$ cat src/hw/rtl/utf8sd_pkg.sv
// Package for the UTF-8 stream decoder: field widths, error codes and the result type.
// It has no dependencies. The interfaces and the top level import it.
`timescale 1ns / 1ps

package utf8sd_pkg;

   localparam int unsigned BYTE_W = 8;
   localparam int unsigned UNIT_W = 32;
   localparam int unsigned ERR_W  = 2;

   localparam logic [15:0]       SURR_HIGH   = 16'hD800;
   localparam logic [15:0]       SURR_LOW    = 16'hDC00;
   localparam logic [UNIT_W-1:0] SUPP_BASE   = 32'h0001_0000;
   localparam logic [UNIT_W-1:0] UTF16_LIMIT = 32'h0011_0000;

   typedef enum logic [ERR_W-1:0] {
      ERR_NONE  = 2'd0,
      ERR_LEAD  = 2'd1,
      ERR_CONT  = 2'd2,
      ERR_RANGE = 2'd3
   } err_type;

   typedef struct packed {
      logic [UNIT_W-1:0] unit;
      logic              char_end;
      err_type           error_code;
   } result_type;

endpackage

$ cat src/hw/rtl/utf8sd_req_if.sv
// Input channel of the UTF-8 stream decoder: one raw byte per beat.
// It depends on utf8sd_pkg for the field width.
`timescale 1ns / 1ps

interface utf8sd_req_if;
   import utf8sd_pkg::*;

   logic              valid;
   logic              ready;
   logic [BYTE_W-1:0] in_byte;

   modport source (output valid, output in_byte, input ready);
   modport sink   (input valid, input in_byte, output ready);
endinterface

$ cat src/hw/rtl/utf8sd_rsp_if.sv
// Result channel of the UTF-8 stream decoder: one code point or UTF-16 unit per beat.
// It depends on utf8sd_pkg for the field widths.
`timescale 1ns / 1ps

interface utf8sd_rsp_if;
   import utf8sd_pkg::*;

   logic              valid;
   logic              ready;
   logic [UNIT_W-1:0] out_unit;
   logic              char_end;
   logic [ERR_W-1:0]  error_code;

   modport source (output valid, output out_unit, output char_end, output error_code,
                   input ready);
   modport sink   (input valid, input out_unit, input char_end, input error_code,
                   output ready);
endinterface

$ cat src/hw/rtl/utf8_stream_decoder_unit.sv
// Streaming UTF-8 decoder with UTF-32 or UTF-16 output and a four-entry result buffer.
// It depends on utf8sd_pkg, utf8sd_req_if and utf8sd_rsp_if.
// A result is written into the result buffer when the byte that completes its character is accepted.
// Throughput: one input byte per cycle; a supplementary character in UTF-16 mode yields
// two result beats, and input stalls only when the result buffer has fewer than two free slots.
// Reset clears the format register, the decoder state and the result buffer.
`timescale 1ns / 1ps

module utf8_stream_decoder_unit (
   input  logic                 clock,
   input  logic                 reset,
   input  logic                 csr_wr_en,
   input  logic                 csr_wr_data,
   utf8sd_req_if.sink           req,
   utf8sd_rsp_if.source         rsp
);
   import utf8sd_pkg::*;

   localparam int unsigned DEPTH = 4;
   localparam int unsigned PTR_W = 2;

   logic             format_ff;
   logic [2:0]       pending_ff;
   logic [2:0]       pending_in;
   logic [31:0]      acc_ff;
   logic [31:0]      acc_in;

   result_type       fifo_ff [DEPTH];
   logic [PTR_W-1:0] wr_ptr_ff;
   logic [PTR_W-1:0] rd_ptr_ff;
   logic [PTR_W:0]   count_ff;

   logic             accept;
   logic             pop;
   logic [7:0]       b;
   logic [31:0]      acc_shift;
   logic             emit_valid;
   logic [31:0]      emit_cp;
   logic [19:0]      offset;
   result_type       res0;
   result_type       res1;
   logic [1:0]       push_n;

   assign accept    = req.valid && req.ready;
   assign pop       = rsp.valid && rsp.ready;
   assign b         = req.in_byte;
   assign acc_shift = {acc_ff[25:0], b[5:0]};
   assign offset    = emit_cp[19:0] - SUPP_BASE[19:0];

   assign req.ready      = (count_ff <= (PTR_W+1)'(DEPTH - 2));
   assign rsp.valid      = (count_ff != '0);
   assign rsp.out_unit   = fifo_ff[rd_ptr_ff].unit;
   assign rsp.char_end   = fifo_ff[rd_ptr_ff].char_end;
   assign rsp.error_code = fifo_ff[rd_ptr_ff].error_code;

   always_comb begin
      pending_in = pending_ff;
      acc_in     = acc_ff;
      emit_valid = 1'b0;
      emit_cp    = acc_shift;
      res0       = '{unit: '0, char_end: 1'b1, error_code: ERR_NONE};
      res1       = '{unit: '0, char_end: 1'b1, error_code: ERR_NONE};
      push_n     = 2'd0;

      if (pending_ff != 3'd0) begin
         if (b[7:6] != 2'b10) begin
            pending_in = 3'd0;
            acc_in     = '0;
            res0       = '{unit: '0, char_end: 1'b1, error_code: ERR_CONT};
            push_n     = 2'd1;
         end else begin
            acc_in     = acc_shift;
            pending_in = pending_ff - 3'd1;
            if (pending_ff == 3'd1) begin
               acc_in     = '0;
               emit_valid = 1'b1;
            end
         end
      end else begin
         priority if (b[7] == 1'b0) begin
            emit_valid = 1'b1;
            emit_cp    = {24'd0, b};
         end else if (b[7:5] == 3'b110) begin
            pending_in = 3'd1;
            acc_in     = {27'd0, b[4:0]};
         end else if (b[7:4] == 4'b1110) begin
            pending_in = 3'd2;
            acc_in     = {28'd0, b[3:0]};
         end else if (b[7:3] == 5'b11110) begin
            pending_in = 3'd3;
            acc_in     = {29'd0, b[2:0]};
         end else if (b[7:2] == 6'b111110) begin
            pending_in = 3'd4;
            acc_in     = {30'd0, b[1:0]};
         end else if (b[7:1] == 7'b1111110) begin
            pending_in = 3'd5;
            acc_in     = {31'd0, b[0]};
         end else if (b == 8'hFE) begin
            pending_in = 3'd6;
            acc_in     = '0;
         end else begin
            acc_in = '0;
            res0   = '{unit: '0, char_end: 1'b1, error_code: ERR_LEAD};
            push_n = 2'd1;
         end
      end

      if (emit_valid) begin
         push_n = 2'd1;
         if (!format_ff || emit_cp < SUPP_BASE) begin
            res0 = '{unit: emit_cp, char_end: 1'b1, error_code: ERR_NONE};
         end else if (emit_cp < UTF16_LIMIT) begin
            res0   = '{unit: {16'd0, SURR_HIGH | {6'd0, offset[19:10]}},
                       char_end: 1'b0, error_code: ERR_NONE};
            res1   = '{unit: {16'd0, SURR_LOW | {6'd0, offset[9:0]}},
                       char_end: 1'b1, error_code: ERR_NONE};
            push_n = 2'd2;
         end else begin
            res0 = '{unit: '0, char_end: 1'b1, error_code: ERR_RANGE};
         end
      end

      if (!accept) begin
         pending_in = pending_ff;
         acc_in     = acc_ff;
         push_n     = 2'd0;
      end
   end

   always_ff @(posedge clock) begin
      if (reset) begin
         format_ff  <= 1'b0;
         pending_ff <= 3'd0;
         acc_ff     <= '0;
         wr_ptr_ff  <= '0;
         rd_ptr_ff  <= '0;
         count_ff   <= '0;
      end else begin
         if (csr_wr_en) begin
            format_ff <= csr_wr_data;
         end
         pending_ff <= pending_in;
         acc_ff     <= acc_in;
         wr_ptr_ff  <= wr_ptr_ff + PTR_W'(push_n);
         if (pop) begin
            rd_ptr_ff <= rd_ptr_ff + PTR_W'(1);
         end
         count_ff <= count_ff + (PTR_W+1)'(push_n) - (PTR_W+1)'(pop);
      end
   end

   always_ff @(posedge clock) begin
      if (push_n != 2'd0) begin
         fifo_ff[wr_ptr_ff] <= res0;
      end
      if (push_n == 2'd2) begin
         fifo_ff[wr_ptr_ff + PTR_W'(1)] <= res1;
      end
   end

endmodule
$ cat src/flat_wrapper.sv
// flat-port wrapper written by rule: the top's interface ports become plain ports
module utf8_stream_decoder_unit_flat import utf8sd_pkg::*;
  (clock, reset, csr_wr_en, csr_wr_data, req_valid, req_in_byte, req_ready, rsp_valid, rsp_out_unit, rsp_char_end, rsp_error_code, rsp_ready);
  utf8sd_req_if req_i ();
  utf8sd_rsp_if rsp_i ();
  input  logic clock;
  input  logic reset;
  input  logic csr_wr_en;
  input  logic csr_wr_data;
  input wire logic [$bits(req_i.valid)-1:0] req_valid;
  input wire logic [$bits(req_i.in_byte)-1:0] req_in_byte;
  output wire logic [$bits(req_i.ready)-1:0] req_ready;
  output wire logic [$bits(rsp_i.valid)-1:0] rsp_valid;
  output wire logic [$bits(rsp_i.out_unit)-1:0] rsp_out_unit;
  output wire logic [$bits(rsp_i.char_end)-1:0] rsp_char_end;
  output wire logic [$bits(rsp_i.error_code)-1:0] rsp_error_code;
  input wire logic [$bits(rsp_i.ready)-1:0] rsp_ready;
  assign req_i.valid = req_valid;
  assign req_i.in_byte = req_in_byte;
  assign req_ready = req_i.ready;
  assign rsp_valid = rsp_i.valid;
  assign rsp_out_unit = rsp_i.out_unit;
  assign rsp_char_end = rsp_i.char_end;
  assign rsp_error_code = rsp_i.error_code;
  assign rsp_i.ready = rsp_ready;
  utf8_stream_decoder_unit u_core (.clock(clock), .reset(reset), .csr_wr_en(csr_wr_en), .csr_wr_data(csr_wr_data), .req(req_i), .rsp(rsp_i));
endmodule
$ cat config.mk
export PLATFORM = sky130hd
export DESIGN_NAME = utf8_stream_decoder_unit_flat
export DESIGN_NICKNAME = d
export VERILOG_FILES = /design/src/hw/rtl/utf8sd_pkg.sv /design/src/hw/rtl/utf8sd_req_if.sv /design/src/hw/rtl/utf8sd_rsp_if.sv /design/src/hw/rtl/utf8_stream_decoder_unit.sv /design/src/flat_wrapper.sv
export SDC_FILE = /design/constraint.sdc
export NUM_CORES = 1
export LEC_CHECK = 0
export ABC_AREA = 1
export BUFFER_PORTS_ARGS = -buffer_cell sky130_fd_sc_hd__buf_4
export CORE_MARGIN = 2
export CORE_UTILIZATION = 30
export DETAILED_ROUTE_END_ITERATION = 10
export PLACE_DENSITY_LB_ADDON = 0.3
export SLEW_MARGIN = 30
export SYNTH_ARGS = -nofsm -noshare
export SYNTH_HDL_FRONTEND = slang
export SYNTH_SLANG_ARGS = --single-unit
$ cat constraint.sdc
create_clock -name clock -period 3.1 [get_ports clock]
set_input_delay 0.155 -clock clock [delete_from_list [all_inputs] [get_ports clock]]
set_output_delay 0.155 -clock clock [all_outputs]
set_load 0.02 [all_outputs]
# Yosys cells after proc, flatten, opt, wreduce, memory -nomap -nowiden
# Memory sizes are Yosys's and may differ from the RTL's. A register that Yosys moved wholly into a read port is not among the register bits.
# Cells that the tools add are included.
word_totals:
  regBits: 37
  out_inout_bits: 37
  in_bits: 14
  ram_bits: 140
  wordCells: 95
  memories: 1
mem_list:
  columns: ["memory", "depth", "word_bits", "rd", "rd_ports_with_merged_regs", "wr", "line", "source"]
  rows:
  - ["u_core.fifo_ff", 4, 35, 1, 1, 2, "utf8_stream_decoder_unit.sv:28", "result_type fifo_ff [DEPTH];"]
op_classes:
  add_sub_neg: 7
  order_cmp: 3
  n_reduce_logical: 11
  mux: 58
  eq_ne: 9
ops:
  columns: ["cell", "count"]
  rows:
  - ["2-to-1 mux 35 bit", 11]
  - ["2-to-1 mux 26 bit", 8]
  - ["2-to-1 mux 32 bit", 2]
  - ["2-to-1 mux 19 bit", 2]
  - ["less-than comparator 32 x 17 -> 1 bit, second input constant", 1]
  - ["less-than comparator 32 x 21 -> 1 bit, second input constant", 1]
  - ["2-to-1 mux 2 bit", 14]
  - ["2-to-1 mux 3 bit", 9]
  - ["subtractor 20 x 17 -> 20 bit, second input constant", 1]
  - ["2-to-1 mux 1 bit", 12]
  - ["equality test 8 bit, second input constant", 1]
  - ["equality test 7 bit, second input constant", 1]
  - ["nonzero test 7 bit", 1]
  - ["equality test 6 bit, second input constant", 1]
  - ["nonzero test 3 bit", 2]
  - ["equality test 5 bit, second input constant", 1]
  - ["adder 2 x 1 -> 2 bit, second input constant", 2]
  - ["equality test 4 bit, second input constant", 1]
  - ["nonzero test 2 bit", 2]
  - ["adder 3 x 2 -> 3 bit", 1]
  - ["equality test 3 x 1 -> 1 bit, second input constant", 1]
  - ["equality test 3 bit, second input constant", 1]
  - ["<= comparator 3 x 2 -> 1 bit, second input constant", 1]
  - ["AND reduction 3 bit", 1]
  - ["other kinds (9)", 10]

# Depth between registers and ports, before layout
depth:
  ltp_word: 14
  ltp_mapped: 20
  ltp_nobuf: 18

# Worst setup path after synthesis
# OpenSTA, ideal clock, no wires.
synth_path:
  path_kind: "register to register"
  startpoint: "reg u_core.pending_ff[0]"
  endpoint: "mem u_core.fifo_ff[2][10] in the netlist's numbering, enable pin"
  required_ps: 2734
  arrival_time_ps: 2671
  path_slack_ps: 63
  path_buffers: 2
  period_less_slack_ps: 3037
  setup_time_ps: 366
  path_stages_with_launch: 18
  path_cell_list: "dfxtp_1 inv_1 ha_1 nand3_4 buf_6 nand2_1 ha_1 nand2_1 nand2_1 nand3_2 nor2_4 nand2_4 nor2_4 inv_2 nand2_8 nand2_1 buf_2 nand2_1"
synth_lines:
  columns: ["element", "line", "source"]
  rows:
  - ["from (decl)", "utf8_stream_decoder_unit.sv:23", "logic [2:0] pending_ff;"]
  - ["from (signal assigned)", "utf8_stream_decoder_unit.sv:142", "pending_ff <= pending_in;"]
  - ["to (decl)", "utf8_stream_decoder_unit.sv:28", null]

# Worst setup path after layout
layout_path:
  startpoint: "reg u_core.pending_ff[0]"
  endpoint: "reg u_core.count_ff[2]"
layout_between:
  elab_chain_cells: 9
  elab_cells_between_ends: 16
  cone_classes: "2 x add/sub; 2 x order compare; 1 x eq/ne; 9 x mux; 2 x reduce/logical"
layout_lines:
  columns: ["element", "line", "source"]
  rows:
  - ["nonzero test 3 bit", "utf8_stream_decoder_unit.sv:65", "if (pending_ff != 3'd0) begin"]
  - ["2-to-1 mux 32 bit", "utf8_stream_decoder_unit.sv:65", null]
  - ["less-than comparator 32 x 21 -> 1 bit or less-than comparator 32 x 17 -> 1 bit (tied branches)", "utf8_stream_decoder_unit.sv:112, utf8_stream_decoder_unit.sv:110", null]
  - ["2-to-1 mux 2 bit or logical OR 1 bit (tied branches)", "utf8_stream_decoder_unit.sv:112, utf8_stream_decoder_unit.sv:110", null]
  - ["2-to-1 mux 2 bit", "utf8_stream_decoder_unit.sv:110", "if (!format_ff || emit_cp < SUPP_BASE) begin"]
  - ["2-to-1 mux 2 bit (*)", "utf8_stream_decoder_unit.sv:108", "if (emit_valid) begin"]
  - ["2-to-1 mux 2 bit (*)", "utf8_stream_decoder_unit.sv:123", "if (!accept) begin"]
  - ["adder 3 x 2 -> 3 bit (*)", "utf8_stream_decoder_unit.sv:148", "count_ff <= count_ff + (PTR_W+1)'(push_n) - (PTR_W+1)'(pop);"]
  - ["subtractor 3 x 1 -> 3 bit (*)", "utf8_stream_decoder_unit.sv:148", null]
  - ["to (signal assigned)", "utf8_stream_decoder_unit.sv:148", null]
  - ["to (decl)", "utf8_stream_decoder_unit.sv:31", "logic [PTR_W:0] count_ff;"]
# Mark *: on every way between the ends. The rest lies on a longest branch, timed or not.
# A chain may end at the register's enable or synchronous reset.

==> summary.md <==
| Metric | Value |
|---|---|
| Status | complete, no violations |
| Initial DRC count | 710 |
| # IOs | 51 |
| Highest clock rate | 0.348 GHz |
| Worst Max-Slew Pin Slew | 858 ps |
| Synthesized area per cell | 7.59 um^2 |
| Final Hold Fails | 0 |
| Area leader, netlist | dfxtp_1 |
| Die width | ~180 um |
| Post-synth EDFFs | 60 |
| Synth cell count leaders | nor2_1 (177), nand2_1 (175), o21ai_0 (136), nand3_1 (132), dfxtp_1 (119) |
| VDD IR max | 0.522 mV |
| Final setup viols | 0 |
| Vias in the first global route | 7,658 |
| Asr flop ratio synth | 0% |
| DR DRC count | 0 |
| Die area | about 0.031 mm^2 |
| Dpl hpwl | around 17 mm |
| Ys Warns | 0 |
| Max cap viols | 0 |
| Fin crit period | 2870 ps |
| Antenna fix cells | 0 |
| Initial antenna violation count | 0 |
| Core Area | between 0.02 and 0.03 mm^2 |
| Final net count | 1,228 |
| Leak pwr | 4.36 nW |
| Final worst slack | 229 ps |
| CP Max Fanout | 8 |
| Library cells used by synthesis | 39 |
| Synthesis-to-layout area growth | 16.1% |
| Synth Instances | 1,179 |
| Syn Nets | 1,202 |
| Layout cells sized above 1 | 12.7% |
| GR Util All Layers | 17.5% |
| Vias | 8,277 |
| Relative slew slack | around 42% |
| Root buffer cell | clkbuf_16 |
| Top_reg_cell synth | dfxtp_1 |
| Grt ovf | 0 |
| Worst Path Required | roughly 3400 ps |
| Non-Filler Instances | 1,608 |
| CP Class | register to register |
| GPL Wtd Cong | 0.838 |
| Clk Latency, worst-skew pair | 440 ps |
| Area contributors post-synth | dfxtp_1 (27%), edfxtp_1 (20%), o21ai_0 (7.6%), nor2_1 (7.4%), nand3_1 (7.4%) |
| Post-route ant nets | 0 |
| CTS Sinks | about 180 |
| Power per cell area | 910 mW/mm^2 |
| CP Launch Type | register |
| Pre-CTS setup slack | 87.4 ps |
| WL/cell | 16.8 um |
| Synthesized area | 0.00895 mm^2 |
| Fin crit share | a little over 90% |
| Share of the synthesized area in the top cell type | between 20% and 30% |
| DRT Pass-1 Iters | 5 |
| Final WL | approximately 27 mm |
| Htree depth | 4 |
| Final Util | a little over a third |
| Num CTS Buffers | 17 |
| Seq/Total Area, Yosys | 46.7% |
| Std cell rows | between 60 and 70 |
| Clk slew on worst S/H paths | 70 ps |
| Buffers on Ports | 50 |
| Fin. max-slew vios | 0 |
| WP data arrival | 3190 ps |
| Routed vias/inst | roughly 5.1 |
| Die Height | 177 um |
| Clock skew | 13.7 ps |
| First-pass GRT wire length | around 43 mm |
| Clk buf depth | 2 |
| FF+latch count, synth | 179 |
| Post-Place Cells | 1,571 |
| Initial Util | 30.4% |
| HP Class | input port to register |
| # fillers | 3,173 |
| Cell with the most instances after synthesis | nor2_1 |
| CP endpoint kind | register |
| Clock tree from TritonCTS | built |
| Largest net degree at the start of global routing | 101 |
## layer usage
metal | GRT usage (%) | share of wire, %
met2 | 28.6 | 46
met3 | 2.62 | 5.1
met1 | 24.0 | 47
met5 | 0 | 0
met4 | 4.75 | 1.6
## final timing paths
kind | cells after the start | slack (ps) | from | end
max | 18 | 230 | u_core.pending_ff[0] | u_core.count_ff[2]
min | 3 | 50 | req_in_byte[5] | u_core.acc_ff[5]
max reg2reg | 18 | 230 | u_core.pending_ff[0] | u_core.count_ff[2]
min reg2reg | 2 | 460 | u_core.fifo_ff[1][2] | u_core.fifo_ff[1][2]
## state kept, by name, indices dropped and copies added, names as in the netlist, named ones only
register           cells
u_core.fifo_ff       140
u_core.wr_ptr_ff       2
u_core.acc_ff         26
u_core.pending_ff      3
u_core.rd_ptr_ff       2
u_core.format_ff       1
u_core.count_ff        3
## critical path: stages, from the launching register on
cell,delay [ps]
dfxtp_1,370
inv_2,80
ha_4,170
nand3_4,90
nand2_1,100
ha_1,250
nand2_1,90
nor2_1,50
nand2_1,70
nand2_2,70
nor2_4,110
nand2_4,100
nor2_4,150
inv_2,100
ha_1,290
inv_1,50
fa_1,460
o21ai_2,120
a21oi_1,50
## layout make-up
cell class                      count  area [um^2]  share of cell area [%]
Clock buffer                       18          439                    4.23
Tap cell                          390          488                    4.70
Inverter                           61          233                    2.24
Multi-Input combinational cell    847         4100                    39.4
Sequential cell                   179         4190                    40.3
Timing Repair Buffer               99          813                    7.83
Clock inverter                     14          134                    1.29
## cells in the final DEF (no fill, tap or decap), types with 2 or more instances in the layout
| master | instances |
|---|---|
| o211ai_1 | 2 |
| inv_1 | 52 |
| o21ai_1 | 11 |
| ha_1 | 7 |
| nand3_1 | 132 |
| nor3_1 | 2 |
| inv_6 | 5 |
| clkinv_4 | 2 |
| o22ai_1 | 68 |
| inv_8 | 4 |
| xor2_1 | 3 |
| nand2_2 | 3 |
| buf_4 | 91 |
| nand2_1 | 175 |
| dfxtp_1 | 118 |
| edfxtp_1 | 60 |
| nor2_2 | 3 |
| inv_2 | 8 |
| xnor2_1 | 3 |
| nor2_4 | 4 |
| nor2_1 | 173 |
| o21ai_0 | 135 |
| dlygate4sd3_1 | 3 |
| a21oi_1 | 111 |
| buf_12 | 5 |
| clkbuf_16 | 17 |
## cell families (layout without fill, tap and decap cells)
family / Yosys count / count (layout) / share of synthesized area [%]
fa+ha+maj: 9 / 9 / 1.34
flops: 179 / 179 / 46.7
buf+inv: 153 / 192 / 7.88
compound gates: 334 / 334 / 19.9
simple gates: 498 / 498 / 23.6
xor+xnor: 6 / 6 / 0.587
## through the flow
stage,setup TNS (ps),cell area (um^2),hold WS (ps),power (mW)
floorplan,0,8950,233,6.10
global route,-3.29,10400,38.1,10.1
detailed placement,0,9750,352,7.37
CTS,0,10400,25.9,9.50
global placement,0,9750,346,7.31
finish,0,10400,52.7,9.45
## power by group
group          switching [mW]  internal [mW]
logic                    2.37           1.36
registers               0.418           3.17
clock network            1.05           1.09
## timing repair
action | CTS | global route
endpoints found under the hold margin | 11 | 0
resized for setup | 0 | 7
hold buffers | 3 | 0
buffers inserted | 0 | 2
endpoints found under the setup margin | 0 | 80
Power figures use the tool's default switching activity.
